==> config.mk <==
export PLATFORM = sky130hd
export DESIGN_NAME = mmwf_chain
export DESIGN_NICKNAME = d
export VERILOG_FILES = /design/src/hw/rtl/assert_macros.svh /design/src/hw/rtl/mmwf_pkg.sv /design/src/hw/rtl/mmwf_cell.sv /design/src/hw/rtl/mmwf_chain.sv
export SDC_FILE = /design/constraint.sdc
export NUM_CORES = 2
export LEC_CHECK = 0
export BUFFER_PORTS_ARGS = -buffer_cell sky130_fd_sc_hd__clkbuf_2
export CELL_PAD_IN_SITES_DETAIL_PLACEMENT = 1
export CELL_PAD_IN_SITES_GLOBAL_PLACEMENT = 1
export CORE_AREA = 2 2 475 477
export CTS_CLUSTER_DIAMETER = 80
export DETAILED_ROUTE_END_ITERATION = 10
export DIE_AREA = 0 0 477 479
export MAX_ROUTING_LAYER = met4
export PLACE_DENSITY = 0.74
export SLEW_MARGIN = 20
export SYNTH_ARGS = -nofsm -noshare
export SYNTH_HDL_FRONTEND = slang
export SYNTH_HIERARCHICAL = 1
export SYNTH_SLANG_ARGS = --single-unit
==> constraint.sdc <==
create_clock -name aclk -period 2.4 [get_ports aclk]
set_input_delay 0.12 -clock aclk [delete_from_list [all_inputs] [get_ports aclk]]
set_output_delay 0.12 -clock aclk [all_outputs]
set_load 0.02 [all_outputs]
==> src/hw/rtl/assert_macros.svh <==
// Assertion macros used by the filter top level.
`ifndef ASSERT_MACROS_SVH
`define ASSERT_MACROS_SVH

// Concurrent property checked on every rising clock edge out of reset.
`define ASSERT_CLK(label, clk, rstn, prop, msg) \
    label: assert property (@(posedge clk) disable iff (!rstn) prop) else $error(msg);

// Property that must hold in the cycle after its trigger.
`define ASSERT_NEXT(label, clk, rstn, trig, prop, msg) \
    label: assert property (@(posedge clk) disable iff (!rstn) trig |=> prop) else $error(msg);

`endif

==> src/hw/rtl/mmwf_pkg.sv <==
// Shared constants, types and helper functions of the window filter.
`default_nettype none
package mmwf_pkg;

    localparam int MAX_WIDTH   = 1024;
    localparam int MAX_RADIUS  = 3;
    localparam int WIN_SIDE    = 2 * MAX_RADIUS + 1;
    localparam int WIN_AREA    = WIN_SIDE * WIN_SIDE;
    localparam int STORE_DEPTH = (2 * MAX_RADIUS + 2) * MAX_WIDTH;
    localparam int ADDR_W      = $clog2(STORE_DEPTH);
    localparam int TAP_W       = $clog2(WIN_AREA);
    localparam int RECIP_SHIFT = 20;

    localparam logic [1:0] CFG_MODE   = 2'd0;
    localparam logic [1:0] CFG_RADIUS = 2'd1;
    localparam logic [1:0] CFG_WIDTH  = 2'd2;
    localparam logic [1:0] CFG_HEIGHT = 2'd3;

    typedef logic [2:0][7:0] pix_t;

    typedef struct packed {
        pix_t       val;
        logic [2:0] full;
        logic [2:0] keep;
    } mmwf_link_t;

    function automatic logic [TAP_W-1:0] win_count(input logic [1:0] r);
        case (r)
            2'd0:    win_count = TAP_W'(1);
            2'd1:    win_count = TAP_W'(9);
            2'd2:    win_count = TAP_W'(25);
            default: win_count = TAP_W'(49);
        endcase
    endfunction

    function automatic logic [TAP_W-1:0] med_idx(input logic [1:0] r);
        case (r)
            2'd0:    med_idx = TAP_W'(0);
            2'd1:    med_idx = TAP_W'(4);
            2'd2:    med_idx = TAP_W'(12);
            default: med_idx = TAP_W'(24);
        endcase
    endfunction

    // Rounded-up reciprocal of the window area, scaled by two to the RECIP_SHIFT.
    function automatic logic [RECIP_SHIFT:0] recip(input logic [1:0] r);
        case (r)
            2'd0:    recip = 21'd1048576;
            2'd1:    recip = 21'd116509;
            2'd2:    recip = 21'd41944;
            default: recip = 21'd21400;
        endcase
    endfunction

endpackage
`default_nettype wire

==> src/hw/rtl/mmwf_cell.sv <==
// One insertion-sort cell holding one sorted value for each color channel.
`default_nettype none
module mmwf_cell (
    input  wire logic               aclk,
    input  wire logic               aresetn,
    input  wire logic               clear,
    input  wire logic               shift,
    input  wire mmwf_pkg::pix_t     x,
    input  wire mmwf_pkg::mmwf_link_t prev,
    output mmwf_pkg::mmwf_link_t    link
);
    import mmwf_pkg::*;

    pix_t       val_reg;
    logic [2:0] full_reg;
    logic [2:0] keep;

    always_comb begin
        for (int c = 0; c < 3; c++) begin
            keep[c] = full_reg[c] && (val_reg[c] <= x[c]);
        end
    end

    assign link.val  = val_reg;
    assign link.full = full_reg;
    assign link.keep = keep;

    always_ff @(posedge aclk) begin
        if (!aresetn) begin
            full_reg <= '0;
        end else if (clear) begin
            full_reg <= '0;
        end else if (shift) begin
            for (int c = 0; c < 3; c++) begin
                if (!keep[c]) begin
                    full_reg[c] <= prev.keep[c] ? 1'b1 : prev.full[c];
                end
            end
        end
    end

    always_ff @(posedge aclk) begin
        if (shift) begin
            for (int c = 0; c < 3; c++) begin
                if (!keep[c]) begin
                    val_reg[c] <= prev.keep[c] ? x[c] : prev.val[c];
                end
            end
        end
    end

endmodule
`default_nettype wire

==> src/hw/rtl/mmwf_chain.sv <==
// Row of sort cells that keeps the window values in ascending order.
`default_nettype none
module mmwf_chain (
    input  wire logic           aclk,
    input  wire logic           aresetn,
    input  wire logic           clear,
    input  wire logic           shift,
    input  wire mmwf_pkg::pix_t x,
    output mmwf_pkg::pix_t      taps [mmwf_pkg::WIN_AREA]
);
    import mmwf_pkg::*;

    mmwf_link_t links [WIN_AREA+1];

    assign links[0].val  = '0;
    assign links[0].full = 3'b111;
    assign links[0].keep = 3'b111;

    for (genvar i = 0; i < WIN_AREA; i++) begin : g_cell
        mmwf_cell u_cell (
            .aclk    (aclk),
            .aresetn (aresetn),
            .clear   (clear),
            .shift   (shift),
            .x       (x),
            .prev    (links[i]),
            .link    (links[i+1])
        );
        assign taps[i] = links[i+1].val;
    end

endmodule
`default_nettype wire

==> impl_results.rst <==
.. list-table::
   :header-rows: 1

   * - Metric
     - Value
   * - Wire length after detailed routing
     - 377000 µm
   * - I/O pin total
     - 1204
   * - Clock Path Buffers
     - 3
   * - Worst setup skew after layout
     - 0.0628 ns
   * - Average cell area after synthesis
     - 11.7 µm²
   * - Yosys Warn Count
     - 6
   * - Register Area
     - 38300 µm²
   * - Number of clock sinks
     - 1323
   * - Number of max-cap violations
     - 0
   * - Crit end category
     - register
   * - Fillcell total
     - 24200
   * - Destination of the worst register-to-register timing path
     - g_cell[15].u_cell/link[13]$_DFFE_PP_
   * - Gpl congestion
     - 0.959
   * - Highest net fanout along the worst path
     - 8
   * - Worst r2r src
     - g_cell[14].u_cell/link[7]$_DFFE_PP_
   * - Via count of the first global-routing pass
     - 79000
   * - Hold path endpoint
     - g_cell[21].u_cell/link[14]$_DFFE_PP_
   * - Buffering stage count on the worst path with inverters included
     - 1
   * - Kind of cell adding the most delay to the critical path
     - compound AO/OA/AOI/OAI gates
   * - Initial core utilization
     - 39.8%
   * - Number of vias per cell
     - 5.57
   * - Average detailed-routed wire length per instance
     - 28.7 µm
   * - Worst skew pair latency
     - 0.85 ns
   * - Hold Path Stages
     - 2
   * - Number of iterations in the first detailed-routing pass
     - 5
   * - Number of antenna violations at the first check in global routing
     - 13
   * - Logic depth of the worst register-to-register path
     - 8
   * - Final number of setup-violating endpoints
     - 0
   * - Max FFs per register
     - 1176
   * - Cell area power density
     - 585 nW/µm²
   * - Syn-to-layout area delta
     - 29.0%
   * - Post-Syn Instances
     - 7594
   * - I/O Buffers
     - 1203
   * - Final std cells w/o fill
     - 13100
   * - Run status
     - complete, no violations
   * - Remaining design rule violation count
     - 0
   * - CTS Buf Count
     - 166
   * - Total global routing overflow
     - 0
   * - Chip Height
     - 479 µm
   * - Largest stage delay on the critical path
     - 0.43 ns
   * - Number of vias in the routed layout
     - 73000
   * - Wire length of the first global-routing pass
     - 539000 µm
   * - Clk pin slew, worst setup/hold paths
     - 0.06 ns
   * - Min cycle time layout
     - 2.37 ns
   * - Kind of critical path
     - register to register
   * - Final Cycle Share
     - 98.8%
   * - Die area
     - 228000 µm²
   * - Worst vdd rail ir drop
     - 725 µV
   * - Starting DRT DRC Count
     - 3944
   * - Worst relative slew slack
     - 49.5%
   * - Cells traversed along the worst timing path
     - ha_4, nor2b_2, o211ai_1, a21oi_2, o22ai_4, and2_4, buf_12, mux2_2
   * - Placed wire-length estimate after detailed placement
     - 305000 µm
   * - Hold path startpoint
     - x[8]
   * - CTS Root Buffer Type
     - sky130_fd_sc_hd__clkbuf_16
   * - Cell at the slowest stage of the critical path
     - sky130_fd_sc_hd__edfxtp_1
   * - Core footprint
     - 224000 µm²
   * - Final Instance Area
     - 115000 µm²
   * - Upper clock frequency limit
     - 422 MHz
   * - Final-layout setup total negative slack
     - 0 ns
   * - Share of post-route cells with drive strength above 1
     - 43.8%
   * - Slew at the pin closest to its max-slew limit
     - 0.756 ns
   * - CTS tree
     - done
   * - Largest net degree at the start of global routing
     - 50
   * - Count of final hold-check violations
     - 0
   * - Post-synthesis instance area
     - 89000 µm²
   * - Placed inst area
     - 109000 µm²
   * - Die W
     - 477 µm
   * - Global Route Usage Sum
     - 33.0%
   * - Fin. max-slew vios
     - 0
   * - Placed insts
     - 12700
   * - Number of antenna-violating nets in the routed design
     - 0
   * - Floorplan row count
     - 174
   * - Sum of internal, switching and leakage power
     - 67.1 mW
   * - Final layout net count
     - 11200
   * - Area of combinational cells with multiple inputs
     - 45600 µm²
   * - Data arrival, critical path
     - 2.95 ns
   * - Required arrival time at the worst endpoint
     - 2.98 ns
   * - Hold Path Class
     - input pin to register
   * - Flop2flop setup slack
     - 0.03 ns
   * - Startpoint Class
     - register
   * - Level count of the clock H-tree
     - 4
   * - Leakage
     - 51.2 nW
metal layers:
metal | up-vias | part of all wire (%) | GRT usage (%) | wire [µm]
met5 | - | 0 | - | 0
met4 | 0 | 8.4 | 23.5 | 31600
met3 | 925 | 7.2 | 7.91 | 27100
met2 | 2479 | 49 | 56.0 | 186000
met1 | 37000 | 35 | 33.4 | 133000
li1 | 32600 | - | - | -
worst reg2reg max path: stages, from the launching register on:
cell,delay [ns]
sky130_fd_sc_hd__edfxtp_1,0.43
sky130_fd_sc_hd__ha_4,0.25
sky130_fd_sc_hd__nor2b_2,0.15
sky130_fd_sc_hd__o211ai_1,0.24
sky130_fd_sc_hd__a21oi_2,0.13
sky130_fd_sc_hd__o22ai_4,0.21
sky130_fd_sc_hd__and2_4,0.22
sky130_fd_sc_hd__buf_12,0.13
sky130_fd_sc_hd__mux2_2,0.35
cell usage in the layout, fill, tap and decap left out, types with 101 or more instances in the layout:
cell,count
sky130_fd_sc_hd__buf_12,207
sky130_fd_sc_hd__dfxtp_1,147
sky130_fd_sc_hd__o21a_1,147
sky130_fd_sc_hd__nand4_2,101
sky130_fd_sc_hd__mux2_2,1176
sky130_fd_sc_hd__nand4_1,193
sky130_fd_sc_hd__clkbuf_16,168
sky130_fd_sc_hd__inv_1,1176
sky130_fd_sc_hd__o22ai_2,144
sky130_fd_sc_hd__clkbuf_2,1176
sky130_fd_sc_hd__a21oi_2,148
sky130_fd_sc_hd__nor2b_2,147
sky130_fd_sc_hd__o21ai_2,147
sky130_fd_sc_hd__and2_1,133
sky130_fd_sc_hd__o211ai_1,147
sky130_fd_sc_hd__buf_4,918
sky130_fd_sc_hd__nor2_1,293
sky130_fd_sc_hd__edfxtp_1,1176
sky130_fd_sc_hd__o31a_1,147
sky130_fd_sc_hd__a21oi_1,587
sky130_fd_sc_hd__ha_1,1175
sky130_fd_sc_hd__nand2_1,147
how the worst max path moves through the flow:
stage	from	endpoint	slack, ns	depth (start not counted)
CTS	g_cell[2].u_cell/link[7]$_DFFE_PP_	g_cell[3].u_cell/full_reg[0]$_SDFFE_PP0P_	0.01	11
global route	g_cell[14].u_cell/link[7]$_DFFE_PP_	g_cell[15].u_cell/link[13]$_DFFE_PP_	-0.05	8
finish	g_cell[14].u_cell/link[7]$_DFFE_PP_	g_cell[15].u_cell/link[13]$_DFFE_PP_	0.03	8
floorplan	g_cell[9].u_cell/link[7]$_DFFE_PP_	g_cell[10].u_cell/link[10]$_DFFE_PP_	0.18	8
detailed placement	x[9]	g_cell[48].u_cell/link[20]$_DFFE_PP_	-0.37	11
global placement	x[9]	g_cell[27].u_cell/link[18]$_DFFE_PP_	-0.31	10
metrics by stage:
step	utilization (%)	setup slack, ns	hold slack (ns)
6_report	51.4	0.0286	0.0968
5_1_grt	51.4	-0.0476	0.0394
4_1_cts	51.2	0.0136	0.000993
3_5_place_dp	48.7	-0.371	0.567
3_3_place_gp	48.7	-0.307	0.561
2_1_floorplan	-	0.184	0.341
report_power, final:
| part | total (mW) | switching, mW | internal [mW] | leakage (nW) |
|---|---|---|---|---|
| Combinational | 14.0 | 8.61 | 5.43 | 35.9 |
| Sequential | 27.7 | 1.28 | 26.5 | 12.7 |
| Clock | 25.4 | 10.8 | 14.6 | 2.63 |
final cells by class:
class                      count  area share, %
tap                         2992           3.26
antenna                       11         0.0240
timing repair buffer        2329           15.0
clock buffer                 231           3.98
multi-input combinational   4927           39.7
sequential                  1323           33.3
inverter                    1225           4.00
clock inverter                79          0.723
timing repair:
item / 4_1_cts / 5_1_grt
buffers inserted: 0 / 34
endpoints found under the setup margin: 22 / 240
hold endpoints to repair: 364 / 0
resized for setup: 4 / 18
hold buffers: 23 / 0
gates cloned: 0 / 0
pin swaps: 0 / 7
No activity file was read; power rests on OpenSTA's default activity.
